[src/design/rdcw_pkg.sv]
// Shared widths, calendar constants, stage payload types and table lookups.
package rdcw_pkg;

  // Field widths of the input and result items.
  localparam int unsigned DayInW    = 7;
  localparam int unsigned MonthInW  = 7;
  localparam int unsigned YearInW   = 14;
  localparam int unsigned HourInW   = 7;
  localparam int unsigned MinuteInW = 7;
  localparam int unsigned SecondInW = 7;

  localparam int unsigned DayOutW    = 5;
  localparam int unsigned MonthOutW  = 4;
  localparam int unsigned YearOffW   = 8;
  localparam int unsigned HourOutW   = 5;
  localparam int unsigned MinuteOutW = 6;
  localparam int unsigned SecondOutW = 6;
  localparam int unsigned WeekdayW   = 3;

  // Width of a full calendar year inside the clamped range, and of the weekday sum.
  localparam int unsigned YearW = 12;
  localparam int unsigned SumW  = 12;

  // Calendar limits.
  localparam logic [YearInW-1:0]    YearMin   = YearInW'(1970);
  localparam logic [YearInW-1:0]    YearMax   = YearInW'(2222);
  localparam logic [YearOffW-1:0]   YearOffMax = YearOffW'(2222 - 1970);
  localparam logic [MonthOutW-1:0]  MonthMin  = MonthOutW'(1);
  localparam logic [MonthOutW-1:0]  MonthMax  = MonthOutW'(12);
  localparam logic [HourOutW-1:0]   HourMax   = HourOutW'(23);
  localparam logic [MinuteOutW-1:0] MinuteMax = MinuteOutW'(59);
  localparam logic [SecondOutW-1:0] SecondMax = SecondOutW'(59);

  // Bit i set means month i+1 has 31 days.
  localparam logic [11:0] LongMonths = 12'hAD5;

  // Century boundaries that fall inside the clamped year range.
  localparam logic [YearW-1:0] Year2000 = YearW'(2000);
  localparam logic [YearW-1:0] Year2100 = YearW'(2100);
  localparam logic [YearW-1:0] Year2200 = YearW'(2200);
  localparam logic [YearW-1:0] YearBase = YearW'(1970);

  // Raw item as it arrives on the input channel.
  typedef struct packed {
    logic [DayInW-1:0]    day;
    logic [MonthInW-1:0]  month;
    logic [YearInW-1:0]   year;
    logic [HourInW-1:0]   hour;
    logic [MinuteInW-1:0] minute;
    logic [SecondInW-1:0] second;
  } raw_t;

  // After the range clamps; day is still raw, its limit needs the month length.
  typedef struct packed {
    logic [DayInW-1:0]     day;
    logic [MonthOutW-1:0]  month;
    logic [YearOffW-1:0]   year_off;
    logic [HourOutW-1:0]   hour;
    logic [MinuteOutW-1:0] minute;
    logic [SecondOutW-1:0] second;
  } clamp_t;

  // After the day clamp, with the year and month part of the weekday sum.
  typedef struct packed {
    logic [DayOutW-1:0]    day;
    logic [MonthOutW-1:0]  month;
    logic [YearOffW-1:0]   year_off;
    logic [HourOutW-1:0]   hour;
    logic [MinuteOutW-1:0] minute;
    logic [SecondOutW-1:0] second;
    logic [SumW-1:0]       part_sum;
  } dated_t;

  // Finished result item.
  typedef struct packed {
    logic [DayOutW-1:0]    day;
    logic [MonthOutW-1:0]  month;
    logic [YearOffW-1:0]   year_off;
    logic [HourOutW-1:0]   hour;
    logic [MinuteOutW-1:0] minute;
    logic [SecondOutW-1:0] second;
    logic [WeekdayW-1:0]   weekday;
  } result_t;

  // Month offsets of the weekday method, month given as 1..12.
  function automatic logic [2:0] month_offset(input logic [MonthOutW-1:0] month);
    logic [2:0] offs;
    unique case (month)
      4'd1:    offs = 3'd0;
      4'd2:    offs = 3'd3;
      4'd3:    offs = 3'd2;
      4'd4:    offs = 3'd5;
      4'd5:    offs = 3'd0;
      4'd6:    offs = 3'd3;
      4'd7:    offs = 3'd5;
      4'd8:    offs = 3'd1;
      4'd9:    offs = 3'd4;
      4'd10:   offs = 3'd6;
      4'd11:   offs = 3'd2;
      4'd12:   offs = 3'd4;
      default: offs = 3'd0;
    endcase
    return offs;
  endfunction

endpackage

[src/design/rdcw_ifs.sv]
// Valid/ready channel interfaces for raw dates in and clamped dates out.
interface rdcw_in_if;
  logic                            valid;
  logic                            ready;
  logic [rdcw_pkg::DayInW-1:0]     day_in;
  logic [rdcw_pkg::MonthInW-1:0]   month_in;
  logic [rdcw_pkg::YearInW-1:0]    year_in;
  logic [rdcw_pkg::HourInW-1:0]    hour_in;
  logic [rdcw_pkg::MinuteInW-1:0]  minute_in;
  logic [rdcw_pkg::SecondInW-1:0]  second_in;

  modport source (
    output valid, day_in, month_in, year_in, hour_in, minute_in, second_in,
    input  ready
  );
  modport sink (
    input  valid, day_in, month_in, year_in, hour_in, minute_in, second_in,
    output ready
  );
  modport monitor (
    input valid, ready, day_in, month_in, year_in, hour_in, minute_in, second_in
  );
endinterface

interface rdcw_out_if;
  logic                             valid;
  logic                             ready;
  logic [rdcw_pkg::DayOutW-1:0]     day_out;
  logic [rdcw_pkg::MonthOutW-1:0]   month_out;
  logic [rdcw_pkg::YearOffW-1:0]    year_offset;
  logic [rdcw_pkg::HourOutW-1:0]    hour_out;
  logic [rdcw_pkg::MinuteOutW-1:0]  minute_out;
  logic [rdcw_pkg::SecondOutW-1:0]  second_out;
  logic [rdcw_pkg::WeekdayW-1:0]    weekday;

  modport source (
    output valid, day_out, month_out, year_offset, hour_out, minute_out, second_out,
           weekday,
    input  ready
  );
  modport sink (
    input  valid, day_out, month_out, year_offset, hour_out, minute_out, second_out,
           weekday,
    output ready
  );
  modport monitor (
    input valid, ready, day_out, month_out, year_offset, hour_out, minute_out,
          second_out, weekday
  );
endinterface

[src/design/rdcw_clamp.sv]
// First pipeline stage: range clamps of year, month, hour, minute and second.
module rdcw_clamp (
  input  logic             clk,
  input  logic             rst,
  input  logic             up_valid,
  output logic             up_ready,
  input  rdcw_pkg::raw_t   up_data,
  output logic             valid,
  input  logic             dn_ready,
  output rdcw_pkg::clamp_t data
);

  rdcw_pkg::clamp_t data_next;

  // The stage takes a transfer when it is empty or its content moves on.
  assign up_ready = !valid || dn_ready;

  // Clamp each field to its range.
  always_comb begin
    data_next.day = up_data.day;

    if (up_data.year < rdcw_pkg::YearMin) begin
      data_next.year_off = '0;
    end else if (up_data.year > rdcw_pkg::YearMax) begin
      data_next.year_off = rdcw_pkg::YearOffMax;
    end else begin
      data_next.year_off = rdcw_pkg::YearOffW'(up_data.year - rdcw_pkg::YearMin);
    end

    if (up_data.month == '0) begin
      data_next.month = rdcw_pkg::MonthMin;
    end else if (up_data.month > rdcw_pkg::MonthInW'(rdcw_pkg::MonthMax)) begin
      data_next.month = rdcw_pkg::MonthMax;
    end else begin
      data_next.month = up_data.month[rdcw_pkg::MonthOutW-1:0];
    end

    if (up_data.hour > rdcw_pkg::HourInW'(rdcw_pkg::HourMax)) begin
      data_next.hour = rdcw_pkg::HourMax;
    end else begin
      data_next.hour = up_data.hour[rdcw_pkg::HourOutW-1:0];
    end

    if (up_data.minute > rdcw_pkg::MinuteInW'(rdcw_pkg::MinuteMax)) begin
      data_next.minute = rdcw_pkg::MinuteMax;
    end else begin
      data_next.minute = up_data.minute[rdcw_pkg::MinuteOutW-1:0];
    end

    if (up_data.second > rdcw_pkg::SecondInW'(rdcw_pkg::SecondMax)) begin
      data_next.second = rdcw_pkg::SecondMax;
    end else begin
      data_next.second = up_data.second[rdcw_pkg::SecondOutW-1:0];
    end
  end

  // Stage valid bit.
  always_ff @(posedge clk) begin
    if (rst) begin
      valid <= 1'b0;
    end else if (up_ready) begin
      valid <= up_valid;
    end
  end

  // Stage payload.
  always_ff @(posedge clk) begin
    if (up_ready && up_valid) begin
      data <= data_next;
    end
  end

endmodule

[src/design/rdcw_day.sv]
// Second pipeline stage: month length, day clamp and the year and month part of the weekday sum.
module rdcw_day (
  input  logic             clk,
  input  logic             rst,
  input  logic             up_valid,
  output logic             up_ready,
  input  rdcw_pkg::clamp_t up_data,
  output logic             valid,
  input  logic             dn_ready,
  output rdcw_pkg::dated_t data
);

  logic [rdcw_pkg::YearW-1:0]     year;
  logic [rdcw_pkg::YearW-1:0]     year_adj;
  logic                           early;
  logic                           leap;
  logic [3:0]                     month_idx;
  logic [rdcw_pkg::DayOutW-1:0]   month_len;
  logic [rdcw_pkg::DayOutW-1:0]   centuries;
  logic [rdcw_pkg::DayOutW-1:0]   quads;
  rdcw_pkg::dated_t               data_next;

  assign up_ready = !valid || dn_ready;

  // Full year and the year the weekday method counts from (January and February
  // belong to the previous year).
  assign year     = rdcw_pkg::YearBase + rdcw_pkg::YearW'(up_data.year_off);
  assign early    = up_data.month < 4'd3;
  assign year_adj = year - rdcw_pkg::YearW'(early);

  // Gregorian leap rule; inside the clamped range the only centuries are
  // 2000 (leap), 2100 and 2200 (not leap).
  assign leap = (year[1:0] == 2'b00) &&
                (year != rdcw_pkg::Year2100) && (year != rdcw_pkg::Year2200);

  // Days in the clamped month.
  assign month_idx = up_data.month - 4'd1;
  always_comb begin
    if (month_idx == 4'd1) begin
      month_len = rdcw_pkg::DayOutW'(28) + rdcw_pkg::DayOutW'(leap);
    end else begin
      month_len = rdcw_pkg::DayOutW'(30) +
                  rdcw_pkg::DayOutW'(rdcw_pkg::LongMonths[month_idx]);
    end
  end

  // Whole centuries and whole 400-year periods of the adjusted year.
  always_comb begin
    if (year_adj >= rdcw_pkg::Year2200) begin
      centuries = rdcw_pkg::DayOutW'(22);
    end else if (year_adj >= rdcw_pkg::Year2100) begin
      centuries = rdcw_pkg::DayOutW'(21);
    end else if (year_adj >= rdcw_pkg::Year2000) begin
      centuries = rdcw_pkg::DayOutW'(20);
    end else begin
      centuries = rdcw_pkg::DayOutW'(19);
    end
    quads = (year_adj >= rdcw_pkg::Year2000) ? rdcw_pkg::DayOutW'(5) : rdcw_pkg::DayOutW'(4);
  end

  // Day clamp and the part of the weekday sum that does not depend on the day.
  always_comb begin
    data_next.month    = up_data.month;
    data_next.year_off = up_data.year_off;
    data_next.hour     = up_data.hour;
    data_next.minute   = up_data.minute;
    data_next.second   = up_data.second;

    if (up_data.day == '0) begin
      data_next.day = rdcw_pkg::DayOutW'(1);
    end else if (up_data.day > rdcw_pkg::DayInW'(month_len)) begin
      data_next.day = month_len;
    end else begin
      data_next.day = up_data.day[rdcw_pkg::DayOutW-1:0];
    end

    data_next.part_sum = rdcw_pkg::SumW'(year_adj) +
                         rdcw_pkg::SumW'(year_adj[rdcw_pkg::YearW-1:2]) +
                         rdcw_pkg::SumW'(quads) -
                         rdcw_pkg::SumW'(centuries) +
                         rdcw_pkg::SumW'(rdcw_pkg::month_offset(up_data.month));
  end

  always_ff @(posedge clk) begin
    if (rst) begin
      valid <= 1'b0;
    end else if (up_ready) begin
      valid <= up_valid;
    end
  end

  always_ff @(posedge clk) begin
    if (up_ready && up_valid) begin
      data <= data_next;
    end
  end

endmodule

[src/design/rdcw_wday.sv]
// Third pipeline stage: adds the day and reduces the sum modulo seven into the result register.
module rdcw_wday (
  input  logic              clk,
  input  logic              rst,
  input  logic              up_valid,
  output logic              up_ready,
  input  rdcw_pkg::dated_t  up_data,
  output logic              valid,
  input  logic              dn_ready,
  output rdcw_pkg::result_t data
);

  logic [rdcw_pkg::SumW-1:0] sum_m1;
  logic [4:0]                fold1;
  logic [3:0]                fold2;
  logic [2:0]                rem;
  rdcw_pkg::result_t         data_next;

  assign up_ready = !valid || dn_ready;

  // Full sum minus one; the sum is always at least one.
  assign sum_m1 = up_data.part_sum + rdcw_pkg::SumW'(up_data.day) - rdcw_pkg::SumW'(1);

  // Eight is one more than seven, so adding the octal digits keeps the residue.
  assign fold1 = 5'(sum_m1[2:0]) + 5'(sum_m1[5:3]) + 5'(sum_m1[8:6]) + 5'(sum_m1[11:9]);
  assign fold2 = 4'(fold1[2:0]) + 4'(fold1[4:3]);
  assign rem   = (fold2 >= 4'd7) ? 3'(fold2 - 4'd7) : fold2[2:0];

  always_comb begin
    data_next.day      = up_data.day;
    data_next.month    = up_data.month;
    data_next.year_off = up_data.year_off;
    data_next.hour     = up_data.hour;
    data_next.minute   = up_data.minute;
    data_next.second   = up_data.second;
    data_next.weekday  = rem + 3'd1;
  end

  // Result register; it holds a finished item until the sink takes it.
  always_ff @(posedge clk) begin
    if (rst) begin
      valid <= 1'b0;
    end else if (up_ready) begin
      valid <= up_valid;
    end
  end

  always_ff @(posedge clk) begin
    if (up_ready && up_valid) begin
      data <= data_next;
    end
  end

endmodule

[src/design/rtc_date_clamp_weekday.sv]
// Top level of the date clamp and weekday pipeline.
//
//   Channel  Dir  Handshake     Payload
//   req      in   valid/ready   day_in, month_in, year_in, hour_in, minute_in, second_in
//   res      out  valid/ready   day_out, month_out, year_offset, hour_out, minute_out,
//                               second_out, weekday
//
// One item per cycle while the sink does not stall the result channel.
// The three stages (range clamps, day clamp, weekday residue) each hold one item.
// Reset empties all stages; no item is lost or repeated across a stall.
// A stage accepts whenever it is empty or its item moves on, so bubbles close up.
module rtc_date_clamp_weekday (
  input  logic            clk,
  input  logic            rst,
  rdcw_in_if.sink         req,
  rdcw_out_if.source      res
);

  rdcw_pkg::raw_t    raw;
  rdcw_pkg::clamp_t  clamp_data;
  rdcw_pkg::dated_t  dated_data;
  rdcw_pkg::result_t result_data;
  logic              clamp_valid;
  logic              clamp_ready;
  logic              dated_valid;
  logic              dated_ready;

  assign raw.day    = req.day_in;
  assign raw.month  = req.month_in;
  assign raw.year   = req.year_in;
  assign raw.hour   = req.hour_in;
  assign raw.minute = req.minute_in;
  assign raw.second = req.second_in;

  rdcw_clamp u_clamp (
    .clk      (clk),
    .rst      (rst),
    .up_valid (req.valid),
    .up_ready (req.ready),
    .up_data  (raw),
    .valid    (clamp_valid),
    .dn_ready (clamp_ready),
    .data     (clamp_data)
  );

  rdcw_day u_day (
    .clk      (clk),
    .rst      (rst),
    .up_valid (clamp_valid),
    .up_ready (clamp_ready),
    .up_data  (clamp_data),
    .valid    (dated_valid),
    .dn_ready (dated_ready),
    .data     (dated_data)
  );

  rdcw_wday u_wday (
    .clk      (clk),
    .rst      (rst),
    .up_valid (dated_valid),
    .up_ready (dated_ready),
    .up_data  (dated_data),
    .valid    (res.valid),
    .dn_ready (res.ready),
    .data     (result_data)
  );

  assign res.day_out     = result_data.day;
  assign res.month_out   = result_data.month;
  assign res.year_offset = result_data.year_off;
  assign res.hour_out    = result_data.hour;
  assign res.minute_out  = result_data.minute;
  assign res.second_out  = result_data.second;
  assign res.weekday     = result_data.weekday;

endmodule

[src/flat_wrapper.sv]
// flat-port wrapper written by rule: the top's interface ports become plain ports
module rtc_date_clamp_weekday_flat 
  (clk, rst, req_valid, req_day_in, req_month_in, req_year_in, req_hour_in, req_minute_in, req_second_in, req_ready, res_valid, res_day_out, res_month_out, res_year_offset, res_hour_out, res_minute_out, res_second_out, res_weekday, res_ready);
  rdcw_in_if req_i ();
  rdcw_out_if res_i ();
  input  logic clk;
  input  logic rst;
  input wire logic [$bits(req_i.valid)-1:0] req_valid;
  input wire logic [$bits(req_i.day_in)-1:0] req_day_in;
  input wire logic [$bits(req_i.month_in)-1:0] req_month_in;
  input wire logic [$bits(req_i.year_in)-1:0] req_year_in;
  input wire logic [$bits(req_i.hour_in)-1:0] req_hour_in;
  input wire logic [$bits(req_i.minute_in)-1:0] req_minute_in;
  input wire logic [$bits(req_i.second_in)-1:0] req_second_in;
  output wire logic [$bits(req_i.ready)-1:0] req_ready;
  output wire logic [$bits(res_i.valid)-1:0] res_valid;
  output wire logic [$bits(res_i.day_out)-1:0] res_day_out;
  output wire logic [$bits(res_i.month_out)-1:0] res_month_out;
  output wire logic [$bits(res_i.year_offset)-1:0] res_year_offset;
  output wire logic [$bits(res_i.hour_out)-1:0] res_hour_out;
  output wire logic [$bits(res_i.minute_out)-1:0] res_minute_out;
  output wire logic [$bits(res_i.second_out)-1:0] res_second_out;
  output wire logic [$bits(res_i.weekday)-1:0] res_weekday;
  input wire logic [$bits(res_i.ready)-1:0] res_ready;
  assign req_i.valid = req_valid;
  assign req_i.day_in = req_day_in;
  assign req_i.month_in = req_month_in;
  assign req_i.year_in = req_year_in;
  assign req_i.hour_in = req_hour_in;
  assign req_i.minute_in = req_minute_in;
  assign req_i.second_in = req_second_in;
  assign req_ready = req_i.ready;
  assign res_valid = res_i.valid;
  assign res_day_out = res_i.day_out;
  assign res_month_out = res_i.month_out;
  assign res_year_offset = res_i.year_offset;
  assign res_hour_out = res_i.hour_out;
  assign res_minute_out = res_i.minute_out;
  assign res_second_out = res_i.second_out;
  assign res_weekday = res_i.weekday;
  assign res_i.ready = res_ready;
  rtc_date_clamp_weekday u_core (.clk(clk), .rst(rst), .req(req_i), .res(res_i));
endmodule
[config.mk]
export PLATFORM = sky130hd
export DESIGN_NAME = rtc_date_clamp_weekday_flat
export DESIGN_NICKNAME = d
export VERILOG_FILES = /design/src/design/rdcw_pkg.sv /design/src/design/rdcw_ifs.sv /design/src/design/rdcw_clamp.sv /design/src/design/rdcw_day.sv /design/src/design/rdcw_wday.sv /design/src/design/rtc_date_clamp_weekday.sv /design/src/flat_wrapper.sv
export SDC_FILE = /design/constraint.sdc
export NUM_CORES = 1
export LEC_CHECK = 0
export BUFFER_PORTS_ARGS = -buffer_cell sky130_fd_sc_hd__buf_2
export CAP_MARGIN = 10
export CORE_MARGIN = 8
export CORE_UTILIZATION = 40
export CTS_BUF_LIST = sky130_fd_sc_hd__clkbuf_16
export DETAILED_ROUTE_END_ITERATION = 10
export PLACE_DENSITY = 0.65
export SKIP_CTS_REPAIR_TIMING = 1
export SLEW_MARGIN = 20
export SYNTH_ARGS = -nofsm -noshare
export SYNTH_HDL_FRONTEND = slang
export SYNTH_SLANG_ARGS = --single-unit
[constraint.sdc]
create_clock -name clk -period 10.86 [get_ports clk]
set_clock_uncertainty 0.15 [all_clocks]
set_input_delay 1.086 -clock clk [delete_from_list [all_inputs] [get_ports clk]]
set_output_delay 1.086 -clock clk [all_outputs]
set_load 0.05 [all_outputs]
; Yosys cells after proc, flatten, opt, wreduce, memory -nomap -nowiden
; Memory sizes are Yosys's and may differ from the RTL's.
; Cells that the tools add are included.
[op_classes]
magnitude_cmp = 13
n_addsub = 18
eq_ne = 3
reduce_logical = 16
n_mux = 10
[op_table]
columns = cell, n
row1 = $add A12 B3 Y12, 2
row2 = $ge A12 B12 Y1 const B, 2
row3 = $ne A12 B12 Y1 const B, 2
row4 = $gt A14 B12 Y1 const B, 1
row5 = $gt A7 B6 Y1 const B, 2
row6 = $logic_not A7 Y1, 2
row7 = $lt A14 B11 Y1 const B, 1
row8 = $add A11 B8 Y12 const A, 1
row9 = $add A12 B10 Y12, 1
row10 = $add A12 B5 Y12, 1
row11 = $ge A12 B11 Y1 const B, 1
row12 = $mux W3, 4
row13 = $sub A12 B1 Y12, 1
row14 = $sub A12 B1 Y12 const B, 1
row15 = $sub A12 B5 Y12, 1
row16 = $mux W5, 2
row17 = $mux W8, 1
row18 = $sub A8 B8 Y8 const B, 1
row19 = $gt A7 B4 Y1 const B, 1
row20 = $gt A7 B5 Y1, 1
row21 = $gt A7 B5 Y1 const B, 1
row22 = $add A4 B3 Y5, 1
row23 = $add A5 B3 Y5, 1
row24 = $logic_and A1 B1 Y1, 5
row25 = other kinds (17), 23
[word_totals]
n_memories = 2
romBits = 64
out_inout_bits = 39
ff_bits = 122
[mem_list]
columns = memory, words, width, read_ports, rd_clocked_by_memory_dff, wr, line
row1 = (no name shown), 16, 3, 1, 0, 0, rdcw_pkg.sv:88  ; unique case (month)
row2 = (no name shown), 16, 1, 1, 0, 0, rdcw_day.sv:43  ; rdcw_pkg::DayOutW'(rdcw_pkg::LongMonths[month_idx]);

; Logic depth before layout (Yosys ltp)
; Gate-level depths: netlist (run 1).
[depth]
ltp_word = 9
ltp_mapped = 27

; Modules after synthesis
; From an unflattened synthesis (run 1), not the netlist that was laid out.
[unflattened]
hier_cells = 594
hier_area_um2 = 7183.1
[by_module_without_submodules]
columns = mod, area_each_um2, cells_per_inst, instances, seq_area_each_um2
row1 = rdcw_day, 3479.6, 322, 1, 1401.3
row2 = rdcw_wday, 2134.5, 165, 1, 1131.1
row3 = rdcw_clamp, 1569.0, 107, 1, 1101.1

; Worst setup path before layout (run 1)
; No wires, ideal clock.
[synth_path]
kind = register to register
start = register u_core.u_day.data[43] (netlist name)
end = register u_core.u_wday.data[2] (netlist name) (data pin)
required_time_ps = 10451
stages_incl_launch_ff = 25
setup_time_ps = 259
n_path_buf = 0
setup_slack_ps = 4871
arrival_time_ps = 5580
path_cell_list = edfxtp_1 -> inv_1 -> ha_1 -> inv_1 -> ha_1 -> a21o_1 -> a21oi_1 -> o21bai_1 -> a2111o_1 -> nand2_1 -> xor2_1 -> fa_1 -> fa_1 -> inv_1 -> fa_1 -> xor2_1 -> ha_1 -> fa_1 -> ha_1 -> nor2b_1 -> o21ai_0 -> o21ai_0 -> mux2_2 -> ha_1 -> xnor2_1
[synth_lines]
columns = item, line
row1 = "start, declared", rdcw_day.sv:10  ; output rdcw_pkg::dated_t data
row2 = "start signal, assigned", rdcw_day.sv:94  ; data <= data_next;
row3 = "end signal, assigned", rdcw_wday.sv:50  ; data <= data_next;
row4 = "end, declared", rdcw_wday.sv:10  ; output rdcw_pkg::result_t data

==> summary.md, run 1 <==
| Metric | Value |
|---|---|
| Worst setup path endpoint | `u_core.u_day.data[9]` |
| Number of rows in the core area | `48` |
| Maximum operating frequency | `between 150 and 200 MHz` |
| Sum Neg Setup Slack | `0 ps` |
| Run status | `complete, no violations` |
| Top cells by area, synth | `sky130_fd_sc_hd__edfxtp_1 50%, sky130_fd_sc_hd__ha_1 13%, sky130_fd_sc_hd__inv_1 4.3%, sky130_fd_sc_hd__fa_1 3.9%, sky130_fd_sc_hd__a21oi_1 2.0%` |
| Clock latency on the worst-skew pair | `410 ps` |
| Endpoint of the worst register-to-register path | `u_core.u_day.data[9]` |
| Cell chosen for the clock root | `sky130_fd_sc_hd__clkbuf_16` |
| Number of port buffers | `91` |
| Share of cells above drive strength 1 | `20.7%` |
| Die area | `about 22,000 um2` |
| Worst reg2reg startpoint | `u_core.u_clamp.data[26]` |
| Total grt overflow | `0` |
| Final design utilization | `48.8%` |
| Die Ht | `149 um` |
| Antenna Nets Post-Route | `0` |
| Routed wire per std cell | `14.6 um` |
| Starting DRC count in detailed routing | `about 230` |
| Normalized max-slew margin | `49.5%` |
| Hold Worst Slack | `between 200 and 300 ps` |
| Final Hold Viols | `0` |
| Number of global-route vias before repair | `4,942` |
| Max H-tree Level | `4` |
| CP Data Arrival Time | `6630 ps` |
| Largest fanout on the critical path | `7` |
| Effective utilization at floorplan | `41.0%` |
| Slew at the pin closest to its max-slew limit | `752 ps` |
| Number of cells produced by synthesis | `597` |
| Buffer depth of the longest clock path | `2` |
| Number of enable flip-flop cells after synthesis | `approximately 120` |
| CTS Sinks | `122` |
| Leading cell type in the layout, fill and taps excluded | `sky130_fd_sc_hd__edfxtp_1` |
| Worst Reg-to-Reg Cells | `26` |
| Final count of negative-setup-slack endpoints | `0` |
| Mean instance size in the synthesized netlist | `11.9 um2` |
| Number of primary I/O pins | `just over 90` |
| Cell type with the highest aggregate area in the netlist | `sky130_fd_sc_hd__edfxtp_1` |
| TritonCTS clock tree | `built` |
| HPWL after DPL | `10,300 um` |
| Final RePlAce weighted congestion | `0.820` |
| Clock buffers created by TritonCTS | `17` |
| Pre-CTS WS | `about 4300 ps` |
| Highest-count cells in the layout ignoring fill and taps | `119 x sky130_fd_sc_hd__edfxtp_1, 91 x sky130_fd_sc_hd__buf_2, 82 x sky130_fd_sc_hd__inv_1` |
| Critical path required time | `10,850 ps` |
| Distinct cell type count after synthesis | `68` |
| Wire length of the first global-routing pass | `22,400 um` |
| Minimum setup slack in the final design | `4220 ps` |
| Final clock period utilization by the worst path | `about three fifths` |
| Number of violations of the max-capacitance limit | `0` |
| Source of the critical timing path | `u_core.u_clamp.data[26]` |
| Portion of synthesized cell area occupied by the leading cell type | `about half` |
| Routed via count divided by cell count | `5.16` |
| Core area | `17,400 um2` |
| Final min period | `roughly 6600 ps` |
| Cell area after technology mapping | `about 7100 um2` |
| Count of inserted antenna diode cells | `0` |
| Remaining design rule violation count | `0` |
| Drt total wl | `between 10,000 and 15,000 um` |
| Area growth from synthesis to layout | `19.0%` |
| Proportion of synthesized flip-flops having asynchronous set or reset | `0%` |
| Path category of the worst min-delay check | `reg2reg` |
| Pin count of the biggest net entering global routing | `38` |
| Clock-pin slew of the registers on the worst-case setup and hold paths | `60 ps` |
| Final slew viol count | `0` |
| Number of nets produced by synthesis | `736` |
| Critical path type | `reg2reg` |
| Setup repair after global routing missed its margin | `false` |
| Count of synthesis-stage warnings from yosys | `0` |
| Setup slack, reg-to-reg | `4220 ps` |
| Total track usage | `approximately 12%` |
| Share of the yosys chip area belonging to registers | `51.1%` |
| Routed via count | `4,822` |
| Filler instances | `1,532` |
| Number of nets in the layout | `836` |
| TritonRoute pass-1 iters | `4` |
| Crit path launch type | `flop` |
| Width of the chip | `149 um` |
| Commonest register cell after synthesis | `sky130_fd_sc_hd__edfxtp_1` |
| Category of the worst setup path capture point | `flop` |
| Initial antenna violation count | `0` |
| Total of flip-flops plus latches after synthesis | `approximately 120` |
worst min-delay path by stage:
stage	endpoint	from	cells after the start
after floorplan	u_core.u_day.data[12]	u_core.u_clamp.data[0]	0
after global placement	u_core.u_wday.data[11]	u_core.u_day.data[20]	0
after detailed placement	u_core.u_day.data[24]	u_core.u_clamp.data[12]	0
after CTS	u_core.u_wday.data[14]	u_core.u_day.data[23]	0
after global routing	u_core.u_wday.data[21]	u_core.u_day.data[30]	0
final	u_core.u_wday.data[14]	u_core.u_day.data[23]	0
synth_stat cells (2+ instances only):
cell type	n
sky130_fd_sc_hd__o21ai_0	20
sky130_fd_sc_hd__nand2b_1	15
sky130_fd_sc_hd__a211oi_1	8
sky130_fd_sc_hd__o21bai_1	3
sky130_fd_sc_hd__or4_1	3
sky130_fd_sc_hd__nand3b_1	5
sky130_fd_sc_hd__nor2_1	24
sky130_fd_sc_hd__o211ai_1	7
sky130_fd_sc_hd__o311a_1	2
sky130_fd_sc_hd__mux2i_1	3
sky130_fd_sc_hd__nor4_1	7
sky130_fd_sc_hd__nor2b_1	8
sky130_fd_sc_hd__edfxtp_1	119
sky130_fd_sc_hd__fa_1	14
sky130_fd_sc_hd__a21oi_1	28
sky130_fd_sc_hd__nand3_1	7
sky130_fd_sc_hd__and3_1	6
sky130_fd_sc_hd__xor2_1	13
sky130_fd_sc_hd__and2_1	2
sky130_fd_sc_hd__or2_2	11
sky130_fd_sc_hd__buf_2	3
sky130_fd_sc_hd__xor2_2	2
sky130_fd_sc_hd__a31oi_1	5
sky130_fd_sc_hd__o31ai_1	3
sky130_fd_sc_hd__inv_1	81
sky130_fd_sc_hd__a211o_1	3
sky130_fd_sc_hd__nor3_1	11
sky130_fd_sc_hd__nor3b_1	3
sky130_fd_sc_hd__a41oi_1	2
sky130_fd_sc_hd__dfxtp_1	3
sky130_fd_sc_hd__a311oi_1	3
sky130_fd_sc_hd__o31a_1	3
sky130_fd_sc_hd__a21boi_0	2
sky130_fd_sc_hd__conb_1	2
sky130_fd_sc_hd__nand2_1	18
sky130_fd_sc_hd__clkbuf_1	8
sky130_fd_sc_hd__or3_1	9
sky130_fd_sc_hd__xnor2_1	16
sky130_fd_sc_hd__nand4_1	6
sky130_fd_sc_hd__a21o_1	10
sky130_fd_sc_hd__ha_1	72
critical path, stage by stage, from the launching register on:
cell                       delay, ps
sky130_fd_sc_hd__edfxtp_1        480
sky130_fd_sc_hd__ha_1            230
sky130_fd_sc_hd__nor3_1          140
sky130_fd_sc_hd__ha_1            210
sky130_fd_sc_hd__ha_1            190
sky130_fd_sc_hd__nand2b_1        170
sky130_fd_sc_hd__a211oi_1        230
sky130_fd_sc_hd__o21ai_0         140
sky130_fd_sc_hd__a21o_1          280
sky130_fd_sc_hd__inv_1           120
sky130_fd_sc_hd__ha_1            150
sky130_fd_sc_hd__a41oi_1          40
sky130_fd_sc_hd__a311o_1         330
sky130_fd_sc_hd__nor4_2          250
sky130_fd_sc_hd__a21oi_1         120
sky130_fd_sc_hd__fa_1            530
sky130_fd_sc_hd__inv_1            60
sky130_fd_sc_hd__fa_1            480
sky130_fd_sc_hd__ha_1            310
sky130_fd_sc_hd__ha_1            230
sky130_fd_sc_hd__fa_1            400
sky130_fd_sc_hd__a21o_1          190
sky130_fd_sc_hd__a21oi_1         230
sky130_fd_sc_hd__nor2b_1          80
sky130_fd_sc_hd__o21ai_0         310
sky130_fd_sc_hd__a21oi_1         160
sky130_fd_sc_hd__xor2_1          160
metrics by stage:
stage               instances  instance area [um2]
global placement          902                 7840
detailed placement        902                 7840
global route              935                 8460
finish                    935                 8460
CTS                       934                 8430
floorplan                 597                 7110
final cells by class:
class	instances	area [um2]	area share (%)
multi-input cells	381	3150	37.3
repair buffers	94	498	5.88
well taps	225	282	3.33
inverters	81	304	3.59
clock inverters	15	165	1.95
clock buffers	17	425	5.03
flip-flops and latches	122	3630	42.9
kinds of logic (layout without fill, tap and decap cells):
kind of cell	after synthesis	in the layout	share of synthesized area (%)
AOI/OAI and AO/OA	115	115	11.0
and+or+nand+nor	142	142	11.2
muxes	4	4	0.581
DFF	122	122	51.1
xor gates and xnor gates	32	32	4.26
buffers and inverters	94	207	5.12
adders and majority gates	86	86	16.6
other	2	2	0.106
layer usage:
metal	global-route usage (%)	share of wire, %	up-vias
met5	0	0	-
met4	5.35	1.9	0
met3	3.22	4.2	17
met2	22.2	51	107
met1	13.7	43	2315
li1	-	-	2383
flip-flops by register name, summed over array words and instances (netlist names):
signal                count
u_core.u_wday.valid       1
u_core.u_day.valid        1
u_core.u_clamp.data      36
u_core.u_day.data        46
u_core.u_clamp.valid      1
u_core.u_wday.data       37
Power of run 1 is left out: the tool's default activity adds up to more than one toggle a clock period on the data nets, which glitch-free logic cannot reach.
==> inputs of run 2 (changes only) <==
--- a/config.mk
+++ b/config.mk
@@ -11,7 +11,7 @@
 export CORE_UTILIZATION = 40
 export CTS_BUF_LIST = sky130_fd_sc_hd__clkbuf_16
 export DETAILED_ROUTE_END_ITERATION = 10
-export PLACE_DENSITY = 0.65
+export PLACE_DENSITY = 0.67
 export SKIP_CTS_REPAIR_TIMING = 1
 export SLEW_MARGIN = 20
 export SYNTH_ARGS = -nofsm -noshare
==> constraint.sdc (replaced) <==
create_clock -name clk -period 5.5 [get_ports clk]
set_clock_uncertainty 0.15 [all_clocks]
set_input_delay 0.55 -clock clk [delete_from_list [all_inputs] [get_ports clk]]
set_output_delay 0.55 -clock clk [all_outputs]
set_load 0.05 [all_outputs]
==> run 2 against run 1 <==
  * The run now ends with negative setup slack left
  * First-iteration DRC count shrank 3.5%
  * Sequential cell count is the same
  * Sequential share of layout area shrank 3.6 points
  * Setup slack lost 4700 ps
  * Register-to-register slack lost 4700 ps
  * Core utilization grew 4.5 points
  * Final cell count grew 8.0%
  * Die area is the same
  * Global-route usage grew 0.75 points
  * Critical endpoint is now u_core.u_wday.data[2]
  * Largest cell class unchanged
==> summary.md, run 2 (synthesized netlist as in run 1, its figures left out) <==
| Metric | Value |
|---|---|
| Run status | `complete, but fails checks` |
| Violations in the final reports | `negative setup slack` |
| Core area | `~17,000 um2` |
| Final clock period utilization by the worst path | `109%` |
| Number of rows in the core area | `48` |
| Total area of sequential cells | `3630 um2` |
| Number of violations of the max-capacitance limit | `0` |
| Number of global-route vias before repair | `between 5k and 6k` |
| Worst reg2reg startpoint | `u_core.u_day.data[42]` |
| Final slew viol count | `0` |
| Clock-pin slew of the registers on the worst-case setup and hold paths | `50 ps` |
| Cell chosen for the clock root | `sky130_fd_sc_hd__clkbuf_16` |
| Normalized max-slew margin | `36.0%` |
| CP Data Arrival Time | `approximately 6000 ps` |
| Source of the critical timing path | `u_core.u_day.data[42]` |
| Number of primary I/O pins | `92` |
| Effective utilization at floorplan | `between 40% and 50%` |
| Crit path launch type | `flop` |
| Number of nets in the layout | `912` |
| Starting DRC count in detailed routing | `221` |
| Clock buffers created by TritonCTS | `17` |
| HPWL after DPL | `11,000 um` |
| Slew at the pin closest to its max-slew limit | `951 ps` |
| Filler instances | `approximately 1.5k` |
| Final min period | `6000 ps` |
| Path category of the worst min-delay check | `in2reg` |
| Die Ht | `149 um` |
| Final RePlAce weighted congestion | `0.862` |
| TritonRoute pass-1 iters | `4` |
| Area growth from synthesis to layout | `29.9%` |
| CTS Sinks | `122` |
| Register name with the most flops | `u_core.u_day.data` |
| Leading cell type in the layout, fill and taps excluded | `sky130_fd_sc_hd__edfxtp_1` |
| TritonCTS clock tree | `built` |
| CP peak stage delay | `550 ps` |
| Total grt overflow | `0` |
| Remaining design rule violation count | `0` |
| Maximum operating frequency | `about 170 MHz` |
| Minimum setup slack in the final design | `-501 ps` |
| Share of cells above drive strength 1 | `between 30 and 40%` |
| Wire length of the first global-routing pass | `23,700 um` |
| Setup repair after global routing missed its margin | `true` |
| Total track usage | `13.2%` |
| Clock latency on the worst-skew pair | `410 ps` |
| Initial antenna violation count | `0` |
| Critical path type | `reg2reg` |
| Routed via count | `just over 5k` |
| Buffer depth of the longest clock path | `2` |
| Worst hold start | `req_day_in[2]` |
| Largest registers | `u_core.u_day.data: 46 flops, u_core.u_wday.data: 37 flops, u_core.u_clamp.data: 36 flops` |
| Pin count of the biggest net entering global routing | `44` |
| Final count of negative-setup-slack endpoints | `9` |
| Largest fanout on the critical path | `3` |
| Category of the worst setup path capture point | `flop` |
| Routed wire per std cell | `14.5 um` |
| Max H-tree Level | `4` |
| Count of inserted antenna diode cells | `0` |
| Total area of multi-input combinational cells | `3410 um2` |
| Slowest stage cell on the critical path | `sky130_fd_sc_hd__fa_1` |
| Antenna Nets Post-Route | `0` |
| Routed via count divided by cell count | `around 5` |
| Highest-count cells in the layout ignoring fill and taps | `119 x sky130_fd_sc_hd__edfxtp_1, 91 x sky130_fd_sc_hd__buf_2, 76 x sky130_fd_sc_hd__buf_4` |
| Width of the chip | `149 um` |
| Final Hold Viols | `0` |
| Largest register FFs | `between 40 and 50` |
| Drt total wl | `roughly 15,000 um` |
| Critical path required time | `5500 ps` |
| Die area | `22,300 um2` |
| Hold Worst Slack | `~170 ps` |
| Number of port buffers | `91` |
## run 2: cell types whose count changed in the layout (fill, tap and decap cells not counted), sizes merged
| cell | previous run | this run |
|---|---|---|
| clkinvlp | 2 | 5 |
| bufinv | 2 | 1 |
| buf | 94 | 170 |
| clkinv | 3 | 5 |
| inv | 89 | 84 |
## run 2: layout make-up
| type | count | share of cell area (%) |
|---|---|---|
| clock buffers | 17 | 4.61 |
| clock inverters | 14 | 1.19 |
| inverters | 81 | 3.29 |
| multi-input cells | 381 | 36.9 |
| flip-flops and latches | 122 | 39.3 |
| well taps | 225 | 3.05 |
| repair buffers | 170 | 11.6 |
## run 2: metrics by stage
step	worst slack, ps	util (%)	std cells	TNS (ps)	instance area, um2
6_report	-501	53.2	1010	-2240	9240
5_1_grt	-720	53.2	1010	-4790	9240
4_1_cts	-580	51.4	996	-3220	8930
3_5_place_dp	-553	48.4	965	-2800	8390
3_3_place_gp	-432	48.4	965	-1850	8390
2_1_floorplan	-253	-	597	-1380	7200
## run 2: worst paths after layout
path,to,slack [ps],cells past startpoint
max,u_core.u_wday.data[2],-500,25
max reg2reg,u_core.u_wday.data[2],-500,25
min,u_core.u_clamp.data[31],170,1
min reg2reg,u_core.u_wday.data[6],260,0
## run 2: worst max-delay path: cells and delay by family (launching register included)
family	cells	cell delay, ps
buffers and inverters	3	130
and+or+nand+nor	1	120
DFF	1	340
xor gates and xnor gates	3	400
AOI/OAI and AO/OA	6	840
muxes	1	320
adders and majority gates	11	3430
## run 2: metal layers
layer / track usage (%) / up-vias / routed length [um]
met5: 0 / - / 0
met4: 6.06 / 0 / 391
met3: 3.13 / 35 / 475
met2: 24.3 / 106 / 7860
met1: 13.9 / 2478 / 5900
li1: - / 2539 / -
Power of run 2 is left out for the same reason.
==> inputs of run 3 (changes only) <==
--- a/config.mk
+++ b/config.mk
@@ -11,6 +11,7 @@
 export CORE_UTILIZATION = 40
 export CTS_BUF_LIST = sky130_fd_sc_hd__clkbuf_16
 export DETAILED_ROUTE_END_ITERATION = 10
+export MAX_ROUTING_LAYER = met4
 export PLACE_DENSITY = 0.67
 export SKIP_CTS_REPAIR_TIMING = 1
 export SLEW_MARGIN = 20
==> run 3 against run 2 <==
  * The run still ends with negative setup slack left
  * Highest routed layer unchanged
  * First-iteration DRC count increased by 8.6%
  * Setup slack got worse by 95 ps
  * Non-clock buffer count is 3 lower
  * Global-route usage grew 0.69 points
  * Count of clock-buffer cells in the layout stayed put
==> summary.md, run 3 (synthesized netlist as in run 1, its figures left out) <==
| Metric | Value |
|---|---|
| CTS Sinks | `approximately 120` |
| Number of primary I/O pins | `92` |
| Number of rows in the core area | `48` |
| Drt total wl | `15,100 um` |
| Routed wire per std cell | `15.0 um` |
| Antenna Nets Post-Route | `0` |
| Normalized max-slew margin | `48.5%` |
| Clock latency on the worst-skew pair | `just over 400 ps` |
| Buffer depth of the longest clock path | `2` |
| Number of global-route vias before repair | `5,413` |
| Most used cell, CP | `sky130_fd_sc_hd__ha_4` |
| Maximum operating frequency | `164 MHz` |
| Total grt overflow | `0` |
| Slew at the pin closest to its max-slew limit | `768 ps` |
| TritonCTS clock tree | `built` |
| Routed via count | `5,137` |
| Routed via count divided by cell count | `just over 5` |
| Path category of the worst min-delay check | `in2reg` |
| Largest register FFs | `46` |
| Family with the most delay on the worst path | `adder cells` |
| Number of buffer and inverter instances along the worst setup path | `4` |
| Share of cells above drive strength 1 | `35.9%` |
| Count of inserted antenna diode cells | `0` |
| Remaining design rule violation count | `0` |
| Total area of multi-input combinational cells | `3490 um2` |
| Final min period | `6100 ps` |
| CP peak stage delay | `560 ps` |
| Final cell count without fillers | `1,008` |
| Minimum setup slack in the final design | `-597 ps` |
| Clock-pin slew of the registers on the worst-case setup and hold paths | `50 ps` |
| Final design utilization | `between 50% and 60%` |
| Violations in the final reports | `negative setup slack` |
| Crit path launch type | `flop` |
| Width of the chip | `149 um` |
| Highest-count cells in the layout ignoring fill and taps | `119 x sky130_fd_sc_hd__edfxtp_1, 91 x sky130_fd_sc_hd__buf_2, 74 x sky130_fd_sc_hd__buf_4` |
| Final RePlAce weighted congestion | `slightly below 0.9` |
| Wire length of the first global-routing pass | `24,200 um` |
| Die Ht | `about 150 um` |
| Area growth from synthesis to layout | `31.8%` |
| CP Data Arrival Time | `6080 ps` |
| Critical path type | `reg2reg` |
| Met3 layer wire length in the routed design | `419 um` |
| Total track usage | `13.9%` |
| Effective utilization at floorplan | `around two fifths` |
| Setup repair after global routing missed its margin | `true` |
| Number of port buffers | `91` |
| Slowest stage cell on the critical path | `sky130_fd_sc_hd__fa_1` |
| Final count of negative-setup-slack endpoints | `8` |
| Run status | `complete, but fails checks` |
| Initial antenna violation count | `0` |
| TritonRoute pass-1 iters | `4` |
| Cell chosen for the clock root | `sky130_fd_sc_hd__clkbuf_16` |
| Number of nets in the layout | `roughly 910` |
| Number of instances in the placed design | `963` |
| Final clock period utilization by the worst path | `111%` |
| Number of violations of the max-capacitance limit | `0` |
| Clock buffers created by TritonCTS | `17` |
| Leading cell type in the layout, fill and taps excluded | `sky130_fd_sc_hd__edfxtp_1` |
| Filler instances | `1,407` |
| Max H-tree Level | `4` |
| Core area | `17,400 um2` |
| Pin count of the biggest net entering global routing | `44` |
| Hold Worst Slack | `175 ps` |
| Category of the worst setup path capture point | `flop` |
| Largest registers | `u_core.u_day.data: 46 flops, u_core.u_wday.data: 37 flops, u_core.u_clamp.data: 36 flops` |
| Total area of sequential cells | `3630 um2` |
| Highest routed layer | `met4` |
| Detail Route met2 WL | `8160 um` |
| HPWL after DPL | `11,300 um` |
| Final Hold Viols | `0` |
| Final slew viol count | `0` |
| Die area | `22,300 um2` |
| Metal-1 WL | `6210 um` |
| Largest fanout on the critical path | `5` |
| Starting DRC count in detailed routing | `240` |
| Register name with the most flops | `u_core.u_day.data` |
| Critical path required time | `5490 ps` |
==> run 3: worst register-to-register path: stages, from the launching register on <==
cell                       delay (ps)
sky130_fd_sc_hd__edfxtp_1         370
sky130_fd_sc_hd__inv_2             60
sky130_fd_sc_hd__ha_4             260
sky130_fd_sc_hd__inv_2             40
sky130_fd_sc_hd__ha_4             160
sky130_fd_sc_hd__fa_2             360
sky130_fd_sc_hd__a21o_1           190
sky130_fd_sc_hd__a21oi_2          150
sky130_fd_sc_hd__o21bai_2         110
sky130_fd_sc_hd__a21oi_2          170
sky130_fd_sc_hd__xor2_1           100
sky130_fd_sc_hd__fa_1             560
sky130_fd_sc_hd__inv_2             40
sky130_fd_sc_hd__fa_1             500
sky130_fd_sc_hd__ha_4             200
sky130_fd_sc_hd__fa_2             390
sky130_fd_sc_hd__xor2_1           180
sky130_fd_sc_hd__ha_2             220
sky130_fd_sc_hd__fa_2             470
sky130_fd_sc_hd__ha_4             190
sky130_fd_sc_hd__nor2b_4          120
sky130_fd_sc_hd__o21ai_2          140
sky130_fd_sc_hd__o21ai_2           90
sky130_fd_sc_hd__buf_4            150
sky130_fd_sc_hd__xor2_2           160
sky130_fd_sc_hd__ha_4             180
sky130_fd_sc_hd__xnor2_2          120
==> run 3: worst paths after layout <==
path | from | end | slack (ps) | cells after the start
hold reg to reg | u_core.u_day.data[17] | u_core.u_wday.data[8] | 270 | 0
setup / recovery | u_core.u_day.data[42] | u_core.u_wday.data[2] | -600 | 26
setup reg to reg | u_core.u_day.data[42] | u_core.u_wday.data[2] | -600 | 26
hold / removal | req_day_in[2] | u_core.u_clamp.data[31] | 170 | 1
==> run 3: through the flow <==
stage	area (um2)	setup TNS, ps	setup slack (ps)
final	9380	-2610	-597
after global placement	8380	-2010	-424
after global routing	9380	-5190	-818
after detailed placement	8380	-3510	-603
after floorplan	7200	-1380	-253
after CTS	9000	-3820	-634
==> run 3: area by class of cell <==
type                       count  area share [%]
multi-input combinational    381            37.2
timing repair buffer         167            11.1
sequential                   122            38.8
tap                          225            3.00
clock inverter                15            2.14
inverter                      81            3.24
clock buffer                  17            4.54
==> run 3: routing by layer <==
layer | up-vias | global-route usage [%]
met5 | - | -
met4 | 0 | 5.15
met3 | 26 | 2.79
met2 | 100 | 25.7
met1 | 2482 | 14.2
li1 | 2529 | -
Power of run 3 is left out for the same reason.
